### src/sdspi_pkg.sv
`timescale 1ns / 1ps

package sdspi_pkg;

    // Input beat opcodes
    localparam logic [1:0] OP_START = 2'd0;
    localparam logic [1:0] OP_BYTE  = 2'd1;
    localparam logic [1:0] OP_TICK  = 2'd2;

    // Result kinds
    localparam logic RK_EXCHANGE = 1'b0;
    localparam logic RK_DONE     = 1'b1;

    // Completion status codes
    localparam logic [1:0] ST_OK      = 2'd0;
    localparam logic [1:0] ST_CARD    = 2'd1;
    localparam logic [1:0] ST_TIMEOUT = 2'd2;
    localparam logic [1:0] ST_KIND    = 2'd3;

    // Response kinds
    localparam logic [2:0] KIND_R1  = 3'd0;
    localparam logic [2:0] KIND_R1B = 3'd1;
    localparam logic [2:0] KIND_R2  = 3'd2;
    localparam logic [2:0] KIND_MAX = 3'd4;

    // Configuration register indexes
    localparam logic [1:0] REG_READY_TIMEOUT = 2'd0;
    localparam logic [1:0] REG_BUSY_TIMEOUT  = 2'd1;
    localparam logic [1:0] REG_POLL_LIMIT    = 2'd2;

    localparam logic [15:0] READY_TIMEOUT_RESET = 16'd20;
    localparam logic [15:0] BUSY_TIMEOUT_RESET  = 16'd100;
    localparam logic [3:0]  POLL_LIMIT_RESET    = 4'd8;

    localparam logic [7:0] IDLE_BYTE      = 8'hff;
    localparam logic [7:0] START_BITS     = 8'h40;
    localparam logic [7:0] BIT7_MASK      = 8'h80;
    localparam logic [7:0] ILLEGAL_CMD    = 8'h04;
    localparam logic [5:0] CMD_STOP_TRANS = 6'd12;

    localparam int PADDR_W = 4;

    typedef enum logic [6:0] {
        PH_IDLE    = 7'b0000001,
        PH_READY   = 7'b0000010,
        PH_SEND    = 7'b0000100,
        PH_DISCARD = 7'b0001000,
        PH_POLL    = 7'b0010000,
        PH_COLLECT = 7'b0100000,
        PH_BUSY    = 7'b1000000
    } phase_t;

    typedef struct packed {
        logic [1:0]  opcode;
        logic [5:0]  command_index;
        logic [31:0] argument;
        logic [7:0]  crc_byte;
        logic [2:0]  response_kind;
        logic [7:0]  received_byte;
    } in_beat_t;

    typedef struct packed {
        logic        result_kind;
        logic [7:0]  transmit_byte;
        logic [1:0]  status;
        logic [7:0]  first_response_byte;
        logic [31:0] extra_response;
    } out_beat_t;

endpackage

### src/sd_spi_command_transaction_top.sv
`timescale 1ns / 1ps

// Results are registered: an accepted input beat's result beat shows on m_ in the next cycle.
// Throughput: one input beat per cycle; s_ready drops only while a result
//   waits in the output register and m_ready is low.
// Reset: aresetn low at a rising edge returns the sequencer to idle, drops
//   any pending result and restores the timeout and poll-limit registers.
module sd_spi_command_transaction_top
    import sdspi_pkg::*;
(
    input  logic                 aclk,
    input  logic                 aresetn,
    // input beats
    input  logic                 s_valid,
    output logic                 s_ready,
    input  in_beat_t             s_data,
    // result beats
    output logic                 m_valid,
    input  logic                 m_ready,
    output out_beat_t            m_data,
    // APB configuration
    input  logic                 psel,
    input  logic                 penable,
    input  logic                 pwrite,
    input  logic [PADDR_W-1:0]   paddr,
    input  logic [31:0]          pwdata,
    output logic [31:0]          prdata,
    output logic                 pready
);

    // ------------------------------------------------------------------
    // Configuration registers
    // ------------------------------------------------------------------
    logic [15:0] ready_timeout_reg;
    logic [15:0] busy_timeout_reg;
    logic [3:0]  poll_limit_reg;
    logic        cfg_write;
    logic [1:0]  cfg_index;

    assign pready    = 1'b1;
    assign cfg_write = psel && penable && pwrite;
    assign cfg_index = paddr[3:2];

    always_ff @(posedge aclk) begin
        if (!aresetn) begin
            ready_timeout_reg <= READY_TIMEOUT_RESET;
            busy_timeout_reg  <= BUSY_TIMEOUT_RESET;
            poll_limit_reg    <= POLL_LIMIT_RESET;
        end else if (cfg_write) begin
            unique case (cfg_index)
                REG_READY_TIMEOUT: ready_timeout_reg <= pwdata[15:0];
                REG_BUSY_TIMEOUT:  busy_timeout_reg  <= pwdata[15:0];
                REG_POLL_LIMIT:    poll_limit_reg    <= pwdata[3:0];
                default: ;  // writes past the register list are dropped
            endcase
        end
    end

    always_comb begin
        unique case (cfg_index)
            REG_READY_TIMEOUT: prdata = {16'd0, ready_timeout_reg};
            REG_BUSY_TIMEOUT:  prdata = {16'd0, busy_timeout_reg};
            REG_POLL_LIMIT:    prdata = {28'd0, poll_limit_reg};
            default:           prdata = 32'd0;
        endcase
    end

    // ------------------------------------------------------------------
    // Transaction state
    // ------------------------------------------------------------------
    phase_t      phase_reg,   phase_next;
    logic [2:0]  send_index_reg, send_index_next;
    logic [3:0]  poll_count_reg, poll_count_next;
    logic [15:0] tick_timer_reg, tick_timer_next;
    logic [5:0]  cmd_reg,     cmd_next;
    logic [31:0] arg_reg,     arg_next;
    logic [7:0]  crc_reg,     crc_next;
    logic [2:0]  kind_reg,    kind_next;
    logic [7:0]  head_reg,    head_next;
    logic [31:0] tail_reg,    tail_next;
    logic [2:0]  remain_reg,  remain_next;

    logic        m_valid_reg;
    out_beat_t   m_data_reg;

    logic        s_fire;
    logic        res_valid;
    out_beat_t   res;

    // The output register takes a new beat when empty or draining this cycle.
    assign s_ready = !m_valid_reg || m_ready;
    assign s_fire  = s_valid && s_ready;
    assign m_valid = m_valid_reg;
    assign m_data  = m_data_reg;

    // One of the six command frame bytes; start and stop bits forced.
    function automatic logic [7:0] command_byte(input logic [2:0] k,
                                                input logic [5:0] cmd,
                                                input logic [31:0] arg,
                                                input logic [7:0] crc);
        logic [7:0] b;
        case (k)
            3'd0:    b = {2'b00, cmd} | START_BITS;
            3'd1:    b = arg[31:24];
            3'd2:    b = arg[23:16];
            3'd3:    b = arg[15:8];
            3'd4:    b = arg[7:0];
            default: b = crc | 8'h01;
        endcase
        return b;
    endfunction

    // Response bytes beyond the R1 byte: R1 and R1B none, R2 one, R3/R7 four.
    function automatic logic [2:0] reply_extra(input logic [2:0] kind);
        logic [2:0] n;
        if (kind <= KIND_R1B)     n = 3'd0;
        else if (kind == KIND_R2) n = 3'd1;
        else                      n = 3'd4;
        return n;
    endfunction

    logic [7:0]  rx;
    logic [15:0] tick_inc;
    logic [3:0]  poll_inc;
    logic [2:0]  extra_n;
    logic [1:0]  tail_pos;
    logic [2:0]  remain_dec;

    assign rx         = s_data.received_byte;
    assign tick_inc   = tick_timer_reg + 16'd1;
    assign poll_inc   = poll_count_reg + 4'd1;
    assign extra_n    = reply_extra(kind_reg);
    assign tail_pos   = 2'(extra_n - remain_reg);
    assign remain_dec = remain_reg - 3'd1;

    always_comb begin
        logic [31:0] tail_or;

        phase_next      = phase_reg;
        send_index_next = send_index_reg;
        poll_count_next = poll_count_reg;
        tick_timer_next = tick_timer_reg;
        cmd_next        = cmd_reg;
        arg_next        = arg_reg;
        crc_next        = crc_reg;
        kind_next       = kind_reg;
        head_next       = head_reg;
        tail_next       = tail_reg;
        remain_next     = remain_reg;

        // Default result: an idle-byte exchange request.
        res_valid               = 1'b0;
        res.result_kind         = RK_EXCHANGE;
        res.transmit_byte       = IDLE_BYTE;
        res.status              = ST_OK;
        res.first_response_byte = 8'd0;
        res.extra_response      = 32'd0;

        tail_or = tail_reg | ({24'd0, rx} << (5'd24 - {tail_pos, 3'b000}));

        case (s_data.opcode)
            OP_START: begin
                // Latch the command and restart, abandoning any running one.
                cmd_next        = s_data.command_index;
                arg_next        = s_data.argument;
                crc_next        = s_data.crc_byte;
                kind_next       = s_data.response_kind;
                head_next       = 8'd0;
                tail_next       = 32'd0;
                send_index_next = 3'd0;
                poll_count_next = 4'd0;
                tick_timer_next = 16'd0;
                remain_next     = 3'd0;
                res_valid       = 1'b1;
                if (s_data.response_kind > KIND_MAX) begin
                    phase_next      = PH_IDLE;
                    res.result_kind = RK_DONE;
                    res.status      = ST_KIND;
                end else begin
                    phase_next = PH_READY;
                end
            end
            OP_TICK: begin
                // Advance the timer only in the ready and busy waits.
                if (phase_reg == PH_READY || phase_reg == PH_BUSY) begin
                    tick_timer_next = tick_inc;
                    if ((phase_reg == PH_READY && tick_inc >= ready_timeout_reg) ||
                        (phase_reg == PH_BUSY  && tick_inc >= busy_timeout_reg)) begin
                        phase_next              = PH_IDLE;
                        res_valid               = 1'b1;
                        res.result_kind         = RK_DONE;
                        res.status              = ST_TIMEOUT;
                        res.first_response_byte = head_reg;
                        res.extra_response      = tail_reg;
                    end
                end
            end
            OP_BYTE: begin
                unique case (phase_reg)
                    PH_IDLE: ;  // drop stray bytes
                    PH_READY: begin
                        res_valid = 1'b1;
                        if (rx == IDLE_BYTE) begin
                            phase_next        = PH_SEND;
                            send_index_next   = 3'd1;
                            res.transmit_byte = command_byte(3'd0, cmd_reg, arg_reg,
                                                             crc_reg);
                        end
                    end
                    PH_SEND: begin
                        res_valid = 1'b1;
                        if (send_index_reg < 3'd6) begin
                            res.transmit_byte = command_byte(send_index_reg, cmd_reg,
                                                             arg_reg, crc_reg);
                            send_index_next   = send_index_reg + 3'd1;
                        end else begin
                            poll_count_next = 4'd0;
                            phase_next = (cmd_reg == CMD_STOP_TRANS) ? PH_DISCARD
                                                                     : PH_POLL;
                        end
                    end
                    PH_DISCARD: begin
                        res_valid       = 1'b1;
                        phase_next      = PH_POLL;
                        poll_count_next = 4'd0;
                    end
                    PH_POLL: begin
                        res_valid       = 1'b1;
                        poll_count_next = poll_inc;
                        if ((rx & BIT7_MASK) == 8'd0) begin
                            head_next = rx;
                            if ((rx & ILLEGAL_CMD) == 8'd0 && extra_n != 3'd0) begin
                                remain_next = extra_n;
                                phase_next  = PH_COLLECT;
                            end else if (kind_reg == KIND_R1B) begin
                                phase_next      = PH_BUSY;
                                tick_timer_next = 16'd0;
                            end else begin
                                phase_next              = PH_IDLE;
                                res.result_kind         = RK_DONE;
                                res.status = (rx != 8'd0) ? ST_CARD : ST_OK;
                                res.first_response_byte = rx;
                                res.extra_response      = tail_reg;
                            end
                        end else if (poll_inc >= poll_limit_reg) begin
                            phase_next              = PH_IDLE;
                            res.result_kind         = RK_DONE;
                            res.status              = ST_TIMEOUT;
                            res.first_response_byte = head_reg;
                            res.extra_response      = tail_reg;
                        end
                    end
                    PH_COLLECT: begin
                        res_valid   = 1'b1;
                        tail_next   = tail_or;
                        remain_next = remain_dec;
                        if (remain_dec == 3'd0) begin
                            if (kind_reg == KIND_R1B) begin
                                phase_next      = PH_BUSY;
                                tick_timer_next = 16'd0;
                            end else begin
                                phase_next              = PH_IDLE;
                                res.result_kind         = RK_DONE;
                                res.status = (head_reg != 8'd0) ? ST_CARD : ST_OK;
                                res.first_response_byte = head_reg;
                                res.extra_response      = tail_or;
                            end
                        end
                    end
                    PH_BUSY: begin
                        res_valid = 1'b1;
                        if (rx != 8'd0) begin
                            phase_next              = PH_IDLE;
                            res.result_kind         = RK_DONE;
                            res.status = (head_reg != 8'd0) ? ST_CARD : ST_OK;
                            res.first_response_byte = head_reg;
                            res.extra_response      = tail_reg;
                        end
                    end
                    default: ;
                endcase
            end
            default: ;  // unknown opcode: drop
        endcase
    end

    // Control state, cleared by reset.
    always_ff @(posedge aclk) begin
        if (!aresetn) begin
            phase_reg      <= PH_IDLE;
            send_index_reg <= 3'd0;
            poll_count_reg <= 4'd0;
            tick_timer_reg <= 16'd0;
            remain_reg     <= 3'd0;
            head_reg       <= 8'd0;
            tail_reg       <= 32'd0;
            m_valid_reg    <= 1'b0;
        end else begin
            if (s_fire) begin
                phase_reg      <= phase_next;
                send_index_reg <= send_index_next;
                poll_count_reg <= poll_count_next;
                tick_timer_reg <= tick_timer_next;
                remain_reg     <= remain_next;
                head_reg       <= head_next;
                tail_reg       <= tail_next;
            end
            // Load a fresh result or drop the delivered one.
            if (s_fire) begin
                m_valid_reg <= res_valid;
            end else if (m_ready) begin
                m_valid_reg <= 1'b0;
            end
        end
    end

    // Latched command fields and result payload hold without reset.
    always_ff @(posedge aclk) begin
        if (s_fire) begin
            cmd_reg  <= cmd_next;
            arg_reg  <= arg_next;
            crc_reg  <= crc_next;
            kind_reg <= kind_next;
            if (res_valid) begin
                m_data_reg <= res;
            end
        end
    end

    // ------------------------------------------------------------------
    // Assertions
    // ------------------------------------------------------------------
    a_done_goes_idle: assert property (@(posedge aclk) disable iff (!aresetn)
        (s_fire && res_valid && res.result_kind == RK_DONE) |=> phase_reg == PH_IDLE)
        else $error("finished result did not return sequencer to idle");

    a_send_index_range: assert property (@(posedge aclk) disable iff (!aresetn)
        (phase_reg == PH_SEND) |-> (send_index_reg >= 3'd1 && send_index_reg <= 3'd6))
        else $error("send index out of frame range");

    a_collect_remaining: assert property (@(posedge aclk) disable iff (!aresetn)
        (phase_reg == PH_COLLECT) |-> (remain_reg != 3'd0 && remain_reg <= 3'd4))
        else $error("collect phase with no bytes remaining");

    a_exchange_clean: assert property (@(posedge aclk) disable iff (!aresetn)
        (m_valid && m_data.result_kind == RK_EXCHANGE) |->
            (m_data.status == ST_OK && m_data.first_response_byte == 8'd0))
        else $error("exchange request carries completion fields");

endmodule
### config.mk
export PLATFORM = sky130hd
export DESIGN_NAME = sd_spi_command_transaction_top
export DESIGN_NICKNAME = d
export VERILOG_FILES = /design/src/sdspi_pkg.sv /design/src/sd_spi_command_transaction_top.sv
export SDC_FILE = /design/constraint.sdc
export NUM_CORES = 1
export LEC_CHECK = 0
export BUFFER_PORTS_ARGS = -buffer_cell sky130_fd_sc_hd__buf_2
export CORE_UTILIZATION = 25
export DETAILED_ROUTE_END_ITERATION = 12
export GPL_ROUTABILITY_DRIVEN = 1
export SKIP_LAST_GASP = 1
export SYNTH_ARGS = -nofsm -noshare
export SYNTH_HDL_FRONTEND = slang
export SYNTH_SLANG_ARGS = --single-unit
### constraint.sdc
create_clock -name aclk -period 5.8 [get_ports aclk]
set_input_delay 0.29 -clock aclk [delete_from_list [all_inputs] [get_ports aclk]]
set_output_delay 0.29 -clock aclk [all_outputs]
set_load 0.02 [all_outputs]
-- Yosys cells after proc, flatten, opt, wreduce, memory -nomap -nowiden
Index checks and enable logic that the tools add are counted.
- register bits: 210
- bits in latches: 0
- bits in writable memories: 0
- ROM bits: 0
- bits of input ports: 102
- output and inout bits: 86
- memories: 0
- add/sub/neg operators: 6
- $mul: 0
- divide/modulo/power cells: 0
- magnitude comparators: 6
- eq/ne operators: 36
- shifts and indexed selects: 1
- multiplexer cells: 74
- bitwise gates (word level): 1
- reduce and logical (&&, ||, !) cells: 35
- operators with widths (kind ; count):
    $mux W41 ; 5
    $mux W42 ; 4
    $pmux W42 S3 ; 1
    $pmux W16 S3 ; 2
    $mux W16 ; 5
    $pmux W40 S2 ; 1
    $mux W7 ; 10
    $pmux W32 S2 ; 1
    $pmux W7 S6 ; 1
    $pmux W8 S5 ; 1
    $ge A16 B16 Y1 ; 2
    $mux W32 ; 1
    $mux W8 ; 4
    $or A32 B32 Y32 ; 1
    $pmux W16 S2 ; 1
    $pmux W8 S2 ; 2
    $shl A8 B5 Y32 ; 1
    $ne A3 B3 Y1 const B ; 8
    $pmux W3 S2 ; 4
    $pmux W7 S3 ; 1
    $mux W3 ; 6
    $add A16 B1 Y16 const B ; 1
    $logic_not A8 Y1 ; 2
    $reduce_bool A8 Y1 ; 2
    other kinds (51) ; 92

-- Depth between registers and ports, before layout
Gate-level depths: netlist of run 1.
- depth in word-level cells: 11
- gate-level depth with buffers: 17

-- Worst setup path after synthesis of run 1
No wires, ideal clock.
- kind: register to register
- start: register tick_timer_reg[0]
- end: register m_data_reg, in the netlist m_data[0], enable pin
- library setup time: 0.405 ns
- arrival time: 3.643 ns
- required time: 5.395 ns
- slack: 1.752 ns
- stages on the path, launching flop included: 16
- buffers on the path: 0
- clock period less this slack: 4.048 ns
- cells stage by stage: dfxtp_1 > ha_1 > and3_1 > nand3_1 > nor2_1 > nand3_1 > xnor2_1 > ha_1 > nand2_1 > o21ai_0 > a21oi_1 > o311ai_0 > nand3_1 > a21boi_1 > o21ai_0 > inv_1
- cells in the longest elaborated chain, start to end: 8
- RTL lines (element ; line ; RTL):
    start, declared ; sd_spi_command_transaction_top.sv:74 ; logic [15:0] tick_timer_reg, tick_timer_next;
    start signal, assigned ; sd_spi_command_transaction_top.sv:303 ; tick_timer_reg <= tick_timer_next;
    $add A16 B1 Y16 * ; sd_spi_command_transaction_top.sv:130 ; assign tick_inc = tick_timer_reg + 16'd1;
    $ge A16 B16 Y1, on equally long branches ; sd_spi_command_transaction_top.sv:187, sd_spi_command_transaction_top.sv:188 ;
    $logic_and A1 B1 Y1, on equally long branches ; sd_spi_command_transaction_top.sv:187, sd_spi_command_transaction_top.sv:188 ;
    $logic_or A1 B1 Y1 * ; sd_spi_command_transaction_top.sv:187 ; if ((phase_reg == PH_READY && tick_inc >= ready_timeout_reg) ||
    $mux W1 * ; sd_spi_command_transaction_top.sv:187 ;
    $mux W1 * ; sd_spi_command_transaction_top.sv:185 ; if (phase_reg == PH_READY || phase_reg == PH_BUSY) begin
    $pmux W1 S3 * ; sd_spi_command_transaction_top.sv:161 ; case (s_data.opcode)
    $reduce_and A2 Y1 (no line) * ; - ;
    end signal, assigned ; sd_spi_command_transaction_top.sv:325 ; m_data_reg <= res;
    end, declared ; sd_spi_command_transaction_top.sv:84 ; out_beat_t m_data_reg;
Every way passes the cells marked *; elsewhere a longest branch is shown, timed or not.
A chain may end at the register's enable or synchronous reset.

-- Worst setup path in the final report of run 1
- start: register tick_timer_reg[0]
- end: register m_data_reg, in the netlist m_data[15], enable pin
Same word-level chain as after synthesis.

==> results of run 1 <==
metal layers:
metal	track usage	vias to the layer above	share of wire
met5	0	-	0
met4	0.04941	0	0.030
met3	0.02648	47	0.052
met2	0.2204	201	0.47
met1	0.1648	4113	0.45
li1	-	4185	-
logic make-up (layout without fill, tap and decap cells):
group	Yosys count	after routing
AO/OA/AOI/OAI	257	257
XOR/XNOR	21	21
adder cells (fa/ha/maj)	50	50
buffers and inverters	134	322
flip-flops	209	209
multiplexers	29	29
other	2	17
AND/OR/NAND/NOR	358	358
final cells by class:
cell class / count / share of cell area
Sequential cell: 209 / 0.3939
Clock buffer: 33 / 0.05305
Inverter: 53 / 0.01514
Multi-Input combinational cell: 732 / 0.3700
Timing Repair Buffer: 221 / 0.1091
Clock inverter: 15 / 0.008095
Tap cell: 532 / 0.05067
report_power, final:
part / switching (mW) / internal [mW] / leakage (nW)
Clock: 0.633 / 0.890 / 0.396
Sequential: 0.0116 / 1.57 / 1.80
Combinational: 0.153 / 0.0973 / 2.67
Total: 0.797 / 2.55 / 4.88
synthesized netlist by cell type, types with 3 or more instances:
cell type / instances / area share
nand2_1: 144 / 0.051
dfxtp_1: 110 / 0.21
edfxtp_1: 99 / 0.28
inv_1: 53 / 0.019
a21boi_0: 52 / 0.037
clkbuf_1: 51 / 0.018
ha_1: 50 / 0.059
nand3_1: 47 / 0.022
nor2_1: 47 / 0.017
nor2b_1: 45 / 0.027
a21oi_1: 35 / 0.017
a22oi_1: 32 / 0.023
o21ai_0: 30 / 0.014
mux2i_1: 29 / 0.027
buf_4: 17 / 0.012
o2bb2ai_1: 17 / 0.014
a32o_1: 16 / 0.015
nor3_1: 14 / 0.0066
nand4_1: 11 / 0.0065
xor2_1: 11 / 0.0091
and3_1: 10 / 0.0059
xnor2_1: 10 / 0.0083
o21a_1: 9 / 0.0064
a221o_1: 8 / 0.0076
a222oi_1: 7 / 0.0066
buf_1: 6 / 0.0021
nor4_1: 6 / 0.0036
o211ai_1: 6 / 0.0043
a21o_1: 5 / 0.0036
and2_1: 5 / 0.0030
buf_2: 5 / 0.0024
o22ai_1: 5 / 0.0030
or3_1: 5 / 0.0030
a211o_1: 4 / 0.0033
a31o_2: 4 / 0.0033
a221oi_1: 3 / 0.0025
a31oi_1: 3 / 0.0018
nand2b_1: 3 / 0.0018
path summary, 6_finish.rpt:
check	start	to	slack, ps	cells after the start
max reg2reg	tick_timer_reg[0]	m_data[15]	1310	16
min	pwdata[1]	busy_timeout_reg[1]	30	3
min reg2reg	ready_timeout_reg[14]	ready_timeout_reg[14]	480	2
max	tick_timer_reg[0]	m_data[15]	1310	16
critical path, delay by kind of cell (launching register included):
family,cells,cell delay [ps]
compound gates,5,1340
xor+xnor,1,180
fa+ha+maj,2,550
buf+inv,2,620
flops,1,430
simple gates,6,1010
timing repair:
item / CTS / global route
hold buffers: 61 / 0
hold endpoints to repair: 74 / 0
resized for setup: 0 / 0
==> impl_metrics.env, run 1 <==
export IMPL_status="complete, no violations"
export IMPL_critPathSlowestCell="a21boi_1"
export IMPL_finalSetupTns_ps=0
export IMPL_path_max_fanout=23
export IMPL_cp_start_kind="register"
export IMPL_power_density_nw_per_um2=255.1
export IMPL_synth_simple_gate_area_frac=0.1682
export IMPL_grt_start_max_net_pins=64
export IMPL_htreeDepth=1
export IMPL_synth_top_family_by_area="compound AO/OA/AOI/OAI gates"
export IMPL_n_antenna_cell=0
export IMPL_dieArea_sq_um=43050
export IMPL_yosys_area_share_adder=0.05926
export IMPL_die_h_um=207.5
export IMPL_peakVddDrop_v=0.0002345
export IMPL_insertion_delay_ps=540
export IMPL_placed_area_sq_um=11720
export IMPL_synth_ff_type="dfxtp_1"
export IMPL_place_gp_congestion=0.8279
export IMPL_drc_errors=0
export IMPL_antenna_found_initial=0
export IMPL_clock_skew_ps=10.96
export IMPL_fp_dieW_um=207.5
export IMPL_final_cells=1795
export IMPL_place_inst=1686
export IMPL_cts_tree="yes"
export IMPL_grt_overflow_total=0
export IMPL_finalCritPeriodShare=0.7742
export IMPL_maxSlewViolCount=0
export IMPL_cp_end_kind="register"
export IMPL_fmax_mhz=222.7
export IMPL_synth_seq_area_share=0.4902
export IMPL_grt_util_all_layers=0.1310
export IMPL_clk_pin_slew_worst_paths_ps=50
export IMPL_drtPass1Iterations=5
export IMPL_critical_path_class="reg2reg"
export IMPL_root_buffer="clkbuf_16"
export IMPL_final_common_cell="buf_2"
export IMPL_syn_avg_cell_area_sq_um=9.959
export IMPL_finalHoldViolations=0
export IMPL_synthArstFlopShare=0
export IMPL_n_fill_cell=4168
export IMPL_fin_util=0.3189
export IMPL_coreArea_sq_um=41200
export IMPL_grt_pass1_vias=8542
export IMPL_finalInstanceArea_sq_um=13140
export IMPL_drtIter0Drc=400
export IMPL_rsz0062_at_grt="no"
export IMPL_viasPerCell=4.761
export IMPL_yosys_warnings=0
export IMPL_ys_seq_elements=209
export IMPL_synthXorXnorAreaFrac=0.01742
export IMPL_setup_ws_ps=1310
export IMPL_hold_slack_ps=34.94
export IMPL_clockBufferDepth=3
export IMPL_cts_buffers=26
export IMPL_setup_viol=0
export IMPL_synth_cell_types=73
export IMPL_tightest_slew_ps=1122
export IMPL_final_antenna_net_count=0
export IMPL_p_leak_nw=4.875
export IMPL_dpl_worst_slack_ps=1258
export IMPL_slew_limit_headroom=0.2521
export IMPL_final_layout_size_suffix_gt1_frac=0.1758
export IMPL_crit_chain="ha_1 -> and3_1 -> nand3_1 -> nor2_1 -> nand3_1 -> xnor2_1 -> ha_1 -> nand2_1 -> o21ai_0 -> a21oi_1 -> o311ai_0 -> nand3_1 -> a21boi_1 -> o21ai_0 -> inv_2 -> buf_4"
export IMPL_hold_path_class="in2reg"
export IMPL_clock_sinks=209
export IMPL_cts_setup_buffers=0
export IMPL_start_util=0.2562
export IMPL_areaGrowthSynthToFinish_pct=24.45
export IMPL_top_level_ports=188
export IMPL_wirelength_um=28950
export IMPL_syn_area_sq_um=10560
export IMPL_layout_common_cells="buf_2 (151), nand2_1 (144), dfxtp_1 (110)"
export IMPL_synth_edf_count=99
export IMPL_grt_first_pass_wirelength_um=45640
export IMPL_synthesis_instances=1060
export IMPL_port_buffer_count=151
export IMPL_arrival_ps=4700
export IMPL_largest_reg_flops=51
export IMPL_multi_input_area_sq_um=4861
export IMPL_num_vias=8546
export IMPL_synthMuxAreaShare=0.02750
export IMPL_post_route_min_period_ps=4490
export IMPL_crit_top_cell="nand3_1"
export IMPL_max_stage_delay_ps=580
export IMPL_core_rowCount=74
export IMPL_max_cap_viol_count=0
export IMPL_regArea_sq_um=5175
export IMPL_critPathRequiredTime_ps=6010
export IMPL_dp_hpwl_um=20030
export IMPL_nets=1395
export IMPL_p_total_mw=3.351
export IMPL_synth_compound_area_share=0.1810
export IMPL_wl_per_cell_um=16.13
Note: power is estimated with default switching activity, not from simulation.
==> inputs of run 2 (changes only) <==
Clock period 5.8 ns to 4.18 ns, I/O delays scaled along.
==> run 2 against run 1 <==
Against the previous run:
- combinational power increased by 41%
- utilization up 0.49 points
- clock power up 49%
- first-iteration DRC count is 48% higher
- count of clock-buffer cells in the layout rose by 2
- worst setup slack got worse by 1000 ps
- non-clock buffer count up 12
- die area stayed put
- global-route usage up 0.39 points
- critical endpoint is now m_data[30]
==> impl_metrics.env, run 2 (synthesized netlist as in run 1, its figures left out) <==
export IMPL_status="complete, no violations"
export IMPL_grt_pass1_vias=8727
export IMPL_grt_overflow_total=0
export IMPL_cts_tree="yes"
export IMPL_critPathRequiredTime_ps=4480
export IMPL_fp_dieW_um=207.5
export IMPL_cp_end_kind="register"
export IMPL_clock_skew_ps=25.94
export IMPL_crit_chain="and3_1 -> and3_1 -> and3_1 -> nand3_1 -> nor2_1 -> xor2_1 -> ha_1 -> a21oi_1 -> o21ai_0 -> a21oi_1 -> o311ai_0 -> nand3_1 -> a21boi_1 -> buf_4 -> o31a_1 -> buf_12 -> a32o_1"
export IMPL_final_antenna_net_count=0
export IMPL_power_density_nw_per_um2=360.3
export IMPL_nets=1407
export IMPL_path_buf_inv=2
export IMPL_hold_slack_ps=38.72
export IMPL_largest_reg_flops=51
export IMPL_finalHoldViolations=0
export IMPL_root_buffer="clkbuf_16"
export IMPL_viasPerCell=4.743
export IMPL_fmax_mhz=258.4
export IMPL_cp_start_kind="register"
export IMPL_critPathSlowestCell="dfxtp_1"
export IMPL_tightest_slew_ps=1146
export IMPL_drtPass1Iterations=5
export IMPL_core_rowCount=74
export IMPL_finalCritPeriodShare=0.9257
export IMPL_arrival_ps=4170
export IMPL_post_route_min_period_ps=3869
export IMPL_num_vias=8575
export IMPL_die_h_um=207.5
export IMPL_path_delay_family="compound AO/OA/AOI/OAI gates"
export IMPL_layout_common_cells="buf_2 (151), nand2_1 (144), dfxtp_1 (110)"
export IMPL_wirelength_um=29540
export IMPL_start_util=0.2562
export IMPL_peakVddDrop_v=0.0002962
export IMPL_port_buffer_count=151
export IMPL_finalSetupTns_ps=0
export IMPL_crit_top_cell="and3_1"
export IMPL_slew_limit_headroom=0.2359
export IMPL_clock_sinks=209
export IMPL_antenna_found_initial=1
export IMPL_hold_path_class="in2reg"
export IMPL_crit_start="tick_timer_reg[6]"
export IMPL_clk_pin_slew_worst_paths_ps=70
export IMPL_rsz0062_at_grt="no"
export IMPL_grt_util_all_layers=0.1349
export IMPL_coreArea_sq_um=41200
export IMPL_grt_first_pass_wirelength_um=47200
export IMPL_cts_buffers=26
export IMPL_drtIter0Drc=592
export IMPL_r2r_start="tick_timer_reg[6]"
export IMPL_wl_per_cell_um=16.34
export IMPL_areaGrowthSynthToFinish_pct=26.35
export IMPL_htreeDepth=1
export IMPL_dieArea_sq_um=43050
export IMPL_path_max_fanout=32
export IMPL_final_common_cell="buf_2"
export IMPL_insertion_delay_ps=560
export IMPL_drc_errors=0
export IMPL_hold_path_depth=3
export IMPL_n_fill_cell=4196
export IMPL_setup_viol=0
export IMPL_worstRegToRegCells=17
export IMPL_place_gp_congestion=0.8345
export IMPL_critical_path_class="reg2reg"
export IMPL_worstHoldStart="s_data[0]"
export IMPL_max_stage_delay_ps=390
export IMPL_crit_cells=17
export IMPL_top_level_ports=188
export IMPL_max_cap_viol_count=0
export IMPL_clockBufferDepth=3
export IMPL_p_leak_nw=4.979
export IMPL_maxSlewViolCount=0
export IMPL_grt_start_max_net_pins=60
export IMPL_dp_hpwl_um=20270
export IMPL_final_layout_size_suffix_gt1_frac=0.1843
run 2: cell types whose count changed in the layout (fill, tap and decap cells not counted), sizes merged:
cell / delta
buf: +9
bufinv: +1
clkbuf: +2
clkinv: -4
clkinvlp: +1
diode: +1
dlygate4sd3: +3
run 2: metrics by stage:
step / std cells / util / worst slack, ps / cell area (sq um) / power (mW)
3_5_place_dp: 1695 / 0.2871 / 289.0 / 11830 / 2.537
4_1_cts: 1807 / 0.3236 / 268.3 / 13330 / 4.864
6_report: 1808 / 0.3237 / 310.7 / 13340 / 4.806
3_3_place_gp: 1695 / 0.2871 / 375.7 / 11830 / 2.534
2_1_floorplan: 1075 / - / 132.2 / 10610 / 2.429
5_1_grt: 1807 / 0.3237 / 19.79 / 13340 / 4.983
run 2: what timing repair did:
item,4_1_cts,5_1_grt
buffers inserted,0,0
hold buffers,64,0
endpoints found under the hold margin,84,0
resized for setup,0,1
setup endpoints to repair,0,4
run 2: area by class of cell:
type / count / area (sq um) / area share
diodes: 1 / 2.502 / 0.0001876
clock buffers: 35 / 725.7 / 0.05441
clock inverters: 13 / 136.4 / 0.01023
inverters: 53 / 198.9 / 0.01492
multi-input cells: 732 / 4865 / 0.3647
flip-flops and latches: 209 / 5175 / 0.3880
well taps: 532 / 665.6 / 0.04991
repair buffers: 233 / 1569 / 0.1176
run 2: where the power goes:
part           internal [mW]  switching [mW]
Sequential              2.17          0.0162
Clock                   1.35           0.920
Combinational          0.139           0.213
run 2: metal layers:
metal / global-route usage / vias up / routed length (um)
li1: - / 4200 / -
met1: 0.1725 / 4117 / 13140
met2: 0.2247 / 212 / 13980
met3: 0.02769 / 46 / 1606
met4: 0.04761 / 0 / 810
met5: 0 / - / 0
run 2: worst register-to-register path, stage by stage (launching register included):
cell,delay [ps]
dfxtp_1,390
and3_1,210
and3_1,180
and3_1,250
nand3_1,130
nor2_1,150
xor2_1,260
ha_1,320
a21oi_1,140
o21ai_0,130
a21oi_1,130
o311ai_0,150
nand3_1,140
a21boi_1,140
buf_4,190
o31a_1,320
buf_12,180
a32o_1,230
run 2: worst paths after layout:
path / end / slack, ps
max: m_data[30] / 310
min: head_reg[0] / 40
max reg2reg: m_data[30] / 310
min reg2reg: tick_timer_reg[15] / 480
